[src/hw/rtl/ifp_pkg.sv]
package ifp_pkg;

   localparam int BYTE_WIDTH = 8;
   localparam int WORD_WIDTH = 16;
   localparam int COUNT_WIDTH = 32;
   localparam int CSR_INDEX_WIDTH = 2;
   localparam int CSR_DATA_WIDTH = 16;
   localparam int QUEUE_DEPTH = 2;
   localparam int QUEUE_PTR_WIDTH = 1;

   localparam logic [CSR_INDEX_WIDTH-1:0] CSR_HEADER_BYTE = 2'd0;
   localparam logic [CSR_INDEX_WIDTH-1:0] CSR_WRAP_THRESHOLD = 2'd1;

   localparam logic [BYTE_WIDTH-1:0] HEADER_BYTE_RESET = 8'h5A;
   localparam logic [WORD_WIDTH-1:0] WRAP_THRESHOLD_RESET = 16'd30000;

   localparam logic signed [WORD_WIDTH:0] TURN_SCALE = 17'sd36000;
   localparam logic signed [WORD_WIDTH-1:0] TURNS_MAX = 16'sh7FFF;
   localparam logic signed [WORD_WIDTH-1:0] TURNS_MIN = 16'sh8000;

   typedef struct packed {
      logic [WORD_WIDTH-1:0] gyro_x;
      logic [WORD_WIDTH-1:0] gyro_y;
      logic [WORD_WIDTH-1:0] gyro_z;
      logic [WORD_WIDTH-1:0] yaw_angle;
      logic [WORD_WIDTH-1:0] roll_angle;
      logic [WORD_WIDTH-1:0] pitch_angle;
      logic [BYTE_WIDTH-1:0] device_status;
   } frame_fields_type;

endpackage

[src/hw/rtl/ifp_front.sv]
module ifp_front #(
   parameter int FRAME_LENGTH = 18
) (
   input  logic                           clock,
   input  logic                           reset,
   input  logic                           req_valid,
   output logic                           req_stall,
   input  logic [7:0]                     req_data_byte,
   input  logic [7:0]                     header_byte,
   input  logic                           queue_full,
   output logic                           push,
   output ifp_pkg::frame_fields_type      push_fields
);
   import ifp_pkg::*;

   localparam int FILL_WIDTH = $clog2(FRAME_LENGTH + 1);
   localparam logic [FILL_WIDTH-1:0] FILL_FULL = FILL_WIDTH'(FRAME_LENGTH);
   localparam logic [FILL_WIDTH-1:0] FILL_LAST = FILL_WIDTH'(FRAME_LENGTH - 1);

   logic [BYTE_WIDTH-1:0] win_ff [FRAME_LENGTH];
   logic [BYTE_WIDTH-1:0] win_in [FRAME_LENGTH];
   logic [FILL_WIDTH-1:0] fill_ff, fill_in;
   logic [BYTE_WIDTH-1:0] sum_ff, sum_in;
   logic [BYTE_WIDTH-1:0] sum_head;
   logic                  accept;
   logic                  frame_ok;

   assign req_stall = queue_full;
   assign accept    = req_valid && !req_stall;

   // sum of the bytes that precede the new byte once the oldest one drops out
   assign sum_head = sum_ff - win_ff[0];
   assign frame_ok = (fill_ff >= FILL_LAST) && (win_ff[1] == header_byte) &&
                     (win_ff[2] == header_byte) && (sum_head == req_data_byte);

   assign push = accept && frame_ok;

   // new window byte i is old byte i+1
   assign push_fields.gyro_x        = {win_ff[5], win_ff[6]};
   assign push_fields.gyro_y        = {win_ff[7], win_ff[8]};
   assign push_fields.gyro_z        = {win_ff[9], win_ff[10]};
   assign push_fields.yaw_angle     = {win_ff[11], win_ff[12]};
   assign push_fields.roll_angle    = {win_ff[13], win_ff[14]};
   assign push_fields.pitch_angle   = {win_ff[15], win_ff[16]};
   assign push_fields.device_status = win_ff[17];

   always_comb begin
      win_in  = win_ff;
      fill_in = fill_ff;
      sum_in  = sum_ff;
      if (accept) begin
         if (frame_ok) begin
            for (int i = 0; i < FRAME_LENGTH; i++) begin
               win_in[i] = '0;
            end
            fill_in = '0;
            sum_in  = '0;
         end else begin
            for (int i = 0; i < FRAME_LENGTH - 1; i++) begin
               win_in[i] = win_ff[i+1];
            end
            win_in[FRAME_LENGTH-1] = req_data_byte;
            fill_in = (fill_ff == FILL_FULL) ? FILL_FULL : fill_ff + 1'b1;
            sum_in  = sum_head + req_data_byte;
         end
      end
   end

   always_ff @(posedge clock) begin
      if (reset) begin
         for (int i = 0; i < FRAME_LENGTH; i++) begin
            win_ff[i] <= '0;
         end
         fill_ff <= '0;
         sum_ff  <= '0;
      end else begin
         win_ff  <= win_in;
         fill_ff <= fill_in;
         sum_ff  <= sum_in;
      end
   end

endmodule

[src/hw/rtl/ifp_queue.sv]
module ifp_queue (
   input  logic                      clock,
   input  logic                      reset,
   input  logic                      push,
   input  ifp_pkg::frame_fields_type push_fields,
   output logic                      full,
   output logic                      not_empty,
   input  logic                      pop,
   output ifp_pkg::frame_fields_type pop_fields
);
   import ifp_pkg::*;

   localparam int LEVEL_WIDTH = $clog2(QUEUE_DEPTH + 1);

   frame_fields_type            entry_ff [QUEUE_DEPTH];
   logic [QUEUE_PTR_WIDTH-1:0]  wr_ptr_ff, wr_ptr_in;
   logic [QUEUE_PTR_WIDTH-1:0]  rd_ptr_ff, rd_ptr_in;
   logic [LEVEL_WIDTH-1:0]      level_ff, level_in;

   assign full       = (level_ff == LEVEL_WIDTH'(QUEUE_DEPTH));
   assign not_empty  = (level_ff != '0);
   assign pop_fields = entry_ff[rd_ptr_ff];

   always_comb begin
      wr_ptr_in = wr_ptr_ff;
      rd_ptr_in = rd_ptr_ff;
      level_in  = level_ff;
      if (push) begin
         wr_ptr_in = wr_ptr_ff + 1'b1;
      end
      if (pop) begin
         rd_ptr_in = rd_ptr_ff + 1'b1;
      end
      if (push && !pop) begin
         level_in = level_ff + 1'b1;
      end else if (pop && !push) begin
         level_in = level_ff - 1'b1;
      end
   end

   always_ff @(posedge clock) begin
      if (push) begin
         entry_ff[wr_ptr_ff] <= push_fields;
      end
   end

   always_ff @(posedge clock) begin
      if (reset) begin
         wr_ptr_ff <= '0;
         rd_ptr_ff <= '0;
         level_ff  <= '0;
      end else begin
         wr_ptr_ff <= wr_ptr_in;
         rd_ptr_ff <= rd_ptr_in;
         level_ff  <= level_in;
      end
   end

endmodule

[src/hw/rtl/ifp_back.sv]
module ifp_back (
   input  logic                      clock,
   input  logic                      reset,
   input  logic [15:0]               wrap_threshold,
   input  logic                      queue_not_empty,
   output logic                      pop,
   input  ifp_pkg::frame_fields_type pop_fields,
   output logic                      rsp_valid,
   input  logic                      rsp_stall,
   output logic signed [15:0]        rsp_gyro_x,
   output logic signed [15:0]        rsp_gyro_y,
   output logic signed [15:0]        rsp_gyro_z,
   output logic [15:0]               rsp_yaw_angle,
   output logic signed [15:0]        rsp_roll_angle,
   output logic signed [15:0]        rsp_pitch_angle,
   output logic [7:0]                rsp_device_status,
   output logic signed [15:0]        rsp_turns,
   output logic signed [31:0]        rsp_total_yaw,
   output logic [31:0]               rsp_frames_seen
);
   import ifp_pkg::*;

   logic                          prev_yaw_unused;
   logic [WORD_WIDTH-1:0]         prev_yaw_ff;
   logic signed [WORD_WIDTH-1:0]  turns_ff, turns_in;
   logic [COUNT_WIDTH-1:0]        frames_ff;

   logic                          s1_valid_ff;
   frame_fields_type              s1_fields_ff;
   logic signed [WORD_WIDTH-1:0]  s1_turns_ff;
   logic [COUNT_WIDTH-1:0]        s1_frames_ff;

   logic                          out_valid_ff;
   frame_fields_type              out_fields_ff;
   logic signed [WORD_WIDTH-1:0]  out_turns_ff;
   logic signed [COUNT_WIDTH-1:0] out_total_ff, out_total_in;
   logic [COUNT_WIDTH-1:0]        out_frames_ff;

   logic                          out_ready;
   logic                          s1_ready;
   logic signed [WORD_WIDTH:0]    yaw_diff;
   logic signed [WORD_WIDTH:0]    thr_pos;
   logic signed [WORD_WIDTH:0]    thr_neg;
   logic signed [WORD_WIDTH+16:0] turn_product;

   assign prev_yaw_unused = 1'b0;

   assign out_ready = !out_valid_ff || !rsp_stall;
   assign s1_ready  = !s1_valid_ff || out_ready;
   assign pop       = queue_not_empty && s1_ready;

   // yaw falling past the threshold is one more turn, rising past it one less
   assign yaw_diff = $signed({1'b0, pop_fields.yaw_angle}) - $signed({1'b0, prev_yaw_ff});
   assign thr_pos  = $signed({1'b0, wrap_threshold});
   assign thr_neg  = -thr_pos;

   always_comb begin
      turns_in = turns_ff;
      if (yaw_diff < thr_neg && turns_ff != TURNS_MAX) begin
         turns_in = turns_ff + 16'sd1;
      end else if (yaw_diff > thr_pos && turns_ff != TURNS_MIN) begin
         turns_in = turns_ff - 16'sd1;
      end
   end

   assign turn_product = s1_turns_ff * TURN_SCALE;
   assign out_total_in = turn_product[COUNT_WIDTH-1:0] +
                         $signed({16'b0, s1_fields_ff.yaw_angle});

   always_ff @(posedge clock) begin
      if (reset) begin
         prev_yaw_ff <= '0;
         turns_ff    <= '0;
         frames_ff   <= '0;
      end else if (pop) begin
         prev_yaw_ff <= pop_fields.yaw_angle | {WORD_WIDTH{prev_yaw_unused}};
         turns_ff    <= turns_in;
         frames_ff   <= frames_ff + 1'b1;
      end
   end

   always_ff @(posedge clock) begin
      if (reset) begin
         s1_valid_ff  <= 1'b0;
         out_valid_ff <= 1'b0;
      end else begin
         if (s1_ready) begin
            s1_valid_ff <= pop;
         end
         if (out_ready) begin
            out_valid_ff <= s1_valid_ff;
         end
      end
   end

   always_ff @(posedge clock) begin
      if (pop) begin
         s1_fields_ff <= pop_fields;
         s1_turns_ff  <= turns_in;
         s1_frames_ff <= frames_ff + 1'b1;
      end
      if (out_ready && s1_valid_ff) begin
         out_fields_ff <= s1_fields_ff;
         out_turns_ff  <= s1_turns_ff;
         out_total_ff  <= out_total_in;
         out_frames_ff <= s1_frames_ff;
      end
   end

   assign rsp_valid         = out_valid_ff;
   assign rsp_gyro_x        = $signed(out_fields_ff.gyro_x);
   assign rsp_gyro_y        = $signed(out_fields_ff.gyro_y);
   assign rsp_gyro_z        = $signed(out_fields_ff.gyro_z);
   assign rsp_yaw_angle     = out_fields_ff.yaw_angle;
   assign rsp_roll_angle    = $signed(out_fields_ff.roll_angle);
   assign rsp_pitch_angle   = $signed(out_fields_ff.pitch_angle);
   assign rsp_device_status = out_fields_ff.device_status;
   assign rsp_turns         = out_turns_ff;
   assign rsp_total_yaw     = out_total_ff;
   assign rsp_frames_seen   = out_frames_ff;

endmodule

[src/hw/rtl/imu_frame_parser_yaw_unwrap.sv]
// Byte-stream frame parser for an IMU link. Takes one byte per cycle unless
// req_stall is high, and checks a sliding window of FRAME_LENGTH bytes; a
// frame with two header bytes equal to header_byte and a last byte equal to
// the 8-bit sum of the others yields one item with the big-endian sensor
// fields, the saturating turn count, the unwrapped yaw and the frame count,
// and empties the window. A running window sum makes the check one add and
// compare per byte, so the input takes one byte every cycle while not stalled.
// The frame is written into a two-entry frame queue between the parser and
// the unwrap pipeline, then passes the unwrap stage and the multiply for total
// yaw into the output register; req_stall rises only while that queue is full.
module imu_frame_parser_yaw_unwrap #(
   parameter int FRAME_LENGTH = 18
) (
   input  logic                clock,
   input  logic                reset,
   input  logic                req_valid,
   output logic                req_stall,
   input  logic [7:0]          req_data_byte,
   output logic                rsp_valid,
   input  logic                rsp_stall,
   output logic signed [15:0]  rsp_gyro_x,
   output logic signed [15:0]  rsp_gyro_y,
   output logic signed [15:0]  rsp_gyro_z,
   output logic [15:0]         rsp_yaw_angle,
   output logic signed [15:0]  rsp_roll_angle,
   output logic signed [15:0]  rsp_pitch_angle,
   output logic [7:0]          rsp_device_status,
   output logic signed [15:0]  rsp_turns,
   output logic signed [31:0]  rsp_total_yaw,
   output logic [31:0]         rsp_frames_seen,
   input  logic                csr_we,
   input  logic [1:0]          csr_index,
   input  logic [15:0]         csr_wdata
);
   import ifp_pkg::*;

   logic [BYTE_WIDTH-1:0] header_ff;
   logic [WORD_WIDTH-1:0] threshold_ff;
   logic                  push;
   frame_fields_type      push_fields;
   logic                  queue_full;
   logic                  queue_not_empty;
   logic                  pop;
   frame_fields_type      pop_fields;

   always_ff @(posedge clock) begin
      if (reset) begin
         header_ff    <= HEADER_BYTE_RESET;
         threshold_ff <= WRAP_THRESHOLD_RESET;
      end else if (csr_we) begin
         unique case (csr_index)
            CSR_HEADER_BYTE: begin
               header_ff <= csr_wdata[BYTE_WIDTH-1:0];
            end
            CSR_WRAP_THRESHOLD: begin
               threshold_ff <= csr_wdata;
            end
            default: begin
            end
         endcase
      end
   end

   ifp_front #(
      .FRAME_LENGTH(FRAME_LENGTH)
   ) u_front (
      .clock         (clock),
      .reset         (reset),
      .req_valid     (req_valid),
      .req_stall     (req_stall),
      .req_data_byte (req_data_byte),
      .header_byte   (header_ff),
      .queue_full    (queue_full),
      .push          (push),
      .push_fields   (push_fields)
   );

   ifp_queue u_queue (
      .clock       (clock),
      .reset       (reset),
      .push        (push),
      .push_fields (push_fields),
      .full        (queue_full),
      .not_empty   (queue_not_empty),
      .pop         (pop),
      .pop_fields  (pop_fields)
   );

   ifp_back u_back (
      .clock             (clock),
      .reset             (reset),
      .wrap_threshold    (threshold_ff),
      .queue_not_empty   (queue_not_empty),
      .pop               (pop),
      .pop_fields        (pop_fields),
      .rsp_valid         (rsp_valid),
      .rsp_stall         (rsp_stall),
      .rsp_gyro_x        (rsp_gyro_x),
      .rsp_gyro_y        (rsp_gyro_y),
      .rsp_gyro_z        (rsp_gyro_z),
      .rsp_yaw_angle     (rsp_yaw_angle),
      .rsp_roll_angle    (rsp_roll_angle),
      .rsp_pitch_angle   (rsp_pitch_angle),
      .rsp_device_status (rsp_device_status),
      .rsp_turns         (rsp_turns),
      .rsp_total_yaw     (rsp_total_yaw),
      .rsp_frames_seen   (rsp_frames_seen)
   );

endmodule
[config.mk]
export PLATFORM = sky130hd
export DESIGN_NAME = imu_frame_parser_yaw_unwrap
export DESIGN_NICKNAME = d
export VERILOG_FILES = /design/src/hw/rtl/ifp_pkg.sv /design/src/hw/rtl/ifp_front.sv /design/src/hw/rtl/ifp_queue.sv /design/src/hw/rtl/ifp_back.sv /design/src/hw/rtl/imu_frame_parser_yaw_unwrap.sv
export SDC_FILE = /design/constraint.sdc
export NUM_CORES = 1
export LEC_CHECK = 0
export BUFFER_PORTS_ARGS = -buffer_cell sky130_fd_sc_hd__buf_4
export CAP_MARGIN = 20
export CORE_UTILIZATION = 61
export DETAILED_ROUTE_END_ITERATION = 6
export GPL_TIMING_DRIVEN = 0
export HOLD_SLACK_MARGIN = 0.05
export PLACE_DENSITY = 0.8
export SETUP_SLACK_MARGIN = 0.1
export SLEW_MARGIN = 20
export SYNTH_ARGS = -nofsm -noshare
export SYNTH_HDL_FRONTEND = slang
export SYNTH_SLANG_ARGS = --single-unit
export TNS_END_PERCENT = 100
[constraint.sdc]
create_clock -name clock -period 16.5 [get_ports clock]
set_input_delay 0 -clock clock [delete_from_list [all_inputs] [get_ports clock]]
set_output_delay 0 -clock clock [all_outputs]
set_load 0.1 [all_outputs]
==> results by group <==
Status
  – Status: complete, no violations

GRT
  – Largest net degree at the start of global routing: 62
  – Vias in the first global route: 22500
  – Overflow after GRT: 0
  – GRT Util Overall: 0.266
  – First-pass GRT wire length: 119000 um
  – Initial antenna violation count: 0

Setup path
  – Worst path most repeated cell: a21oi_1
  – Buf+Inv Stages, Crit Path: 3
  – Crit-path cells: clkbuf_1, clkbuf_1, mux2i_1, ha_1, inv_1, fa_1, a21o_1, a21oi_1, o21a_1, nor3_1, or3_1, a21oi_1, o21bai_1, a21oi_1, xnor2_1, ha_1, a2111oi_0, a2bb2oi_2, o21ai_1, nor3_4, nand3_1, and4_2, or4_1
  – CP Capture Type: register
  – Max incr delay on CP: 0.82 ns
  – CP max FO: 10
  – Critical Path AT: 8.06 ns
  – CP Data Required Time: approximately 17 ns
  – Delay-heaviest family, CP: compound AO/OA/AOI/OAI gates
  – Slowest-stage cell, CP: a2111oi_0
  – Setup crit start kind: register
  – Critical path class: reg -> reg

Cells and area
  – # fillers: 3653
  – Area growth syn-to-layout: 16.9%
  – Layout cell share with drive strength beyond 1: 0.153
  – Final layout net count: 3375
  – Design area: 40200 um^2
  – ANT cells: 0

Clock network
  – Clock sinks: roughly 790
  – Num CTS Buffers: 79
  – TritonCTS clock tree: yes
  – Clk buf depth: 3
  – H-tree depth: 3
  – Hold Buf Count CTS: 28
  – CTS resizes: 0
  – Buffer type at the clock tree root: clkbuf_16
  – Post-CTS setup buffers: 0
  – Clock transition at path regs: 0.06 ns
  – Worst skew pair latency: 0.63 ns

Floorplanning
  – Die W: 239 um
  – Die H: about 240 um
  – Die area: 57300 um^2
  – Initial Util: 0.620
  – IO Pins: 217
  – Row count: 86
  – Core Box Area: 55400 um^2

Placed design
  – Post-Place Cell Area: 37300 um^2
  – Final HPWL DP: 53500 um
  – I/O Buffers: 215
  – RePlAce Congestion: between 0.8 and 0.9

Yosys
  – Post-synth ARST share: 0
  – Post-Syn Nets: 3037
  – Yosys top cell area share: 0.471
  – Cell taking the most area after synthesis: edfxtp_1
  – Mean area per synthesized cell: 12.3 um^2
  – Post-synth top cells: edfxtp_1 (539), nand2_1 (294), dfxtp_1 (252)
  – Post-synthesis cell area: 34400 um^2
  – Seq/Total Area, Yosys: 0.618
  – Main synth FF type: edfxtp_1
  – Netlist cell types: 80
  – Syn Inst Count: 2801
  – Top-count cell post-synth: edfxtp_1
  – Post-synth EDFFs: between 500 and 600
  – Synth Warn #: 0
  – Yosys reg bits: 791
  – Top cells by area, synth: edfxtp_1 (47%), dfxtp_1 (15%), ha_1 (6.0%)

Pwr
  – Worst-case vdd ir drop: 91.9 uV
  – Leak Pwr: roughly 15 nW
  – Power per cell area: 99.9 nW/um^2

Timing
  – Unrepaired setup endpoints after global routing: no
  – Max Clock Freq: 132 MHz
  – Final Critical Period: around 7.6 ns
  – Worst-margin pin slew: 1.09 ns
  – Clk_skew: 0.0234 ns
  – Period utilization: 0.458
  – Slew headroom: 0.263
  – Max-slew violations: 0
  – Worst hold slack: 0.0971 ns
  – Final setup fails: 0
  – Final hold viol count: 0

Routing
  – Drt initial violations: 1700
  – Routed vias/inst: 5.70
  – Routed wire length: 75800 um
  – Remaining DRCs: 0
  – Vias: roughly 23000
  – Post-DRT Antenna Nets: 0
  – WL/cell: 19.2 um
  – First drt pass iteration count: 6

Hold path
  – Hold WC Path Type: in -> reg

Flow run
  – Max-cap viol count: 0
==> cells in the final DEF, fill, tap and decap left out, types with 19 or more instances in the layout <==
master,instances
edfxtp_1,539
nor3_1,33
nor2_1,134
buf_4,221
nand2_1,294
and3_1,24
xnor2_1,97
clkbuf_16,79
fa_1,40
or3_1,20
clkbuf_1,111
mux2_2,109
o21ai_0,58
nand3_1,194
xor2_1,66
inv_1,155
nor2b_1,19
dfxtp_1,252
a21o_1,27
dlygate4sd3_1,28
ha_1,165
a21oi_1,247
==> path summary, 6_finish.rpt <==
check | startpoint | end | slack [ns] | cells past startpoint
worst max register to register | register | u_back.turns_ff[7]$_SDFFE_PP0P_ | 8.94 | 23
worst min register to register | u_back.s1_frames_ff[13]$_DFFE_PP_ | u_back.rsp_frames_seen[13]$_DFFE_PP_ | 0.41 | 0
worst min-delay path | req_valid | u_queue.wr_ptr_ff$_SDFFE_PP0P_ | 0.1 | 4
worst max-delay path | register | u_back.turns_ff[7]$_SDFFE_PP0P_ | 8.94 | 23
==> per-layer routing <==
layer / GRT usage / wire, um / vias to the layer above
met4: 0.104 / 2210 / 0
met1: 0.334 / 31000 / 11000
li1: - / - / 10700
met3: 0.0443 / 4300 / 146
met5: 0 / 0 / -
met2: 0.460 / 38300 / 728
==> stage by stage <==
| stage | total power, mW | util | cells | setup slack [ns] | TNS (ns) |
|---|---|---|---|---|---|
| after floorplan | 2.25 | - | 2801 | 1.88 | 0 |
| after global placement | 2.28 | 0.666 | 3764 | -2.71 | -480.64 |
| after detailed placement | 2.29 | 0.673 | 3778 | 9.20 | 0 |
| after CTS | 4.03 | 0.725 | 3954 | 9.08 | 0 |
| after global routing | 4.13 | 0.725 | 3954 | 8.62 | 0 |
| final | 4.01 | 0.725 | 3954 | 8.94 | 0 |
==> cell families (layout without fill, tap and decap cells) <==
family          Yosys count  after routing  share of synthesized area
fa+ha+maj               205            205                     0.0834
simple gates            810            810                      0.112
flops                   791            791                      0.618
buf+inv                 283            688                     0.0335
compound gates          425            425                     0.0720
xor+xnor                163            163                     0.0415
mux                     124            124                     0.0401
==> tightest hold or removal path: stages <==
cell and delay (ns):
buf_4 0.12, nand2_1 0.21, or3_1 0.26, a21oi_1 0.08
==> final cells by class <==
type / instances / area (um^2) / share of cell area
Sequential cell: 791 / 21200 / 0.529
Buffer: 127 / 568 / 0.0141
Timing Repair Buffer: 257 / 2260 / 0.0564
Multi-Input combinational cell: 1727 / 12000 / 0.299
Inverter: 156 / 591 / 0.0147
Clock inverter: 42 / 395 / 0.00984
Tap cell: 748 / 936 / 0.0233
Clock buffer: 106 / 2180 / 0.0542
==> power by group <==
part	internal [mW]	total [mW]	switching (mW)
clock	1.00	1.76	0.756
sequential	2.10	2.11	0.00816
combinational	0.0567	0.145	0.0879
total	3.16	4.01	0.852
==> flip-flops by register name, summed over array words and instances (netlist names), 32 cells and up, named ones only <==
register / flops
u_back.rsp_total_yaw: 32
u_back.s1_frames_ff: 32
u_front.push_fields: 104
u_back.rsp_frames_seen: 32
u_front.win_ff: 40
u_back.s1_fields_ff: 104
u_queue.entry_ff: 208
u_back.frames_ff: 32
No activity file was read; power rests on OpenSTA's default activity.
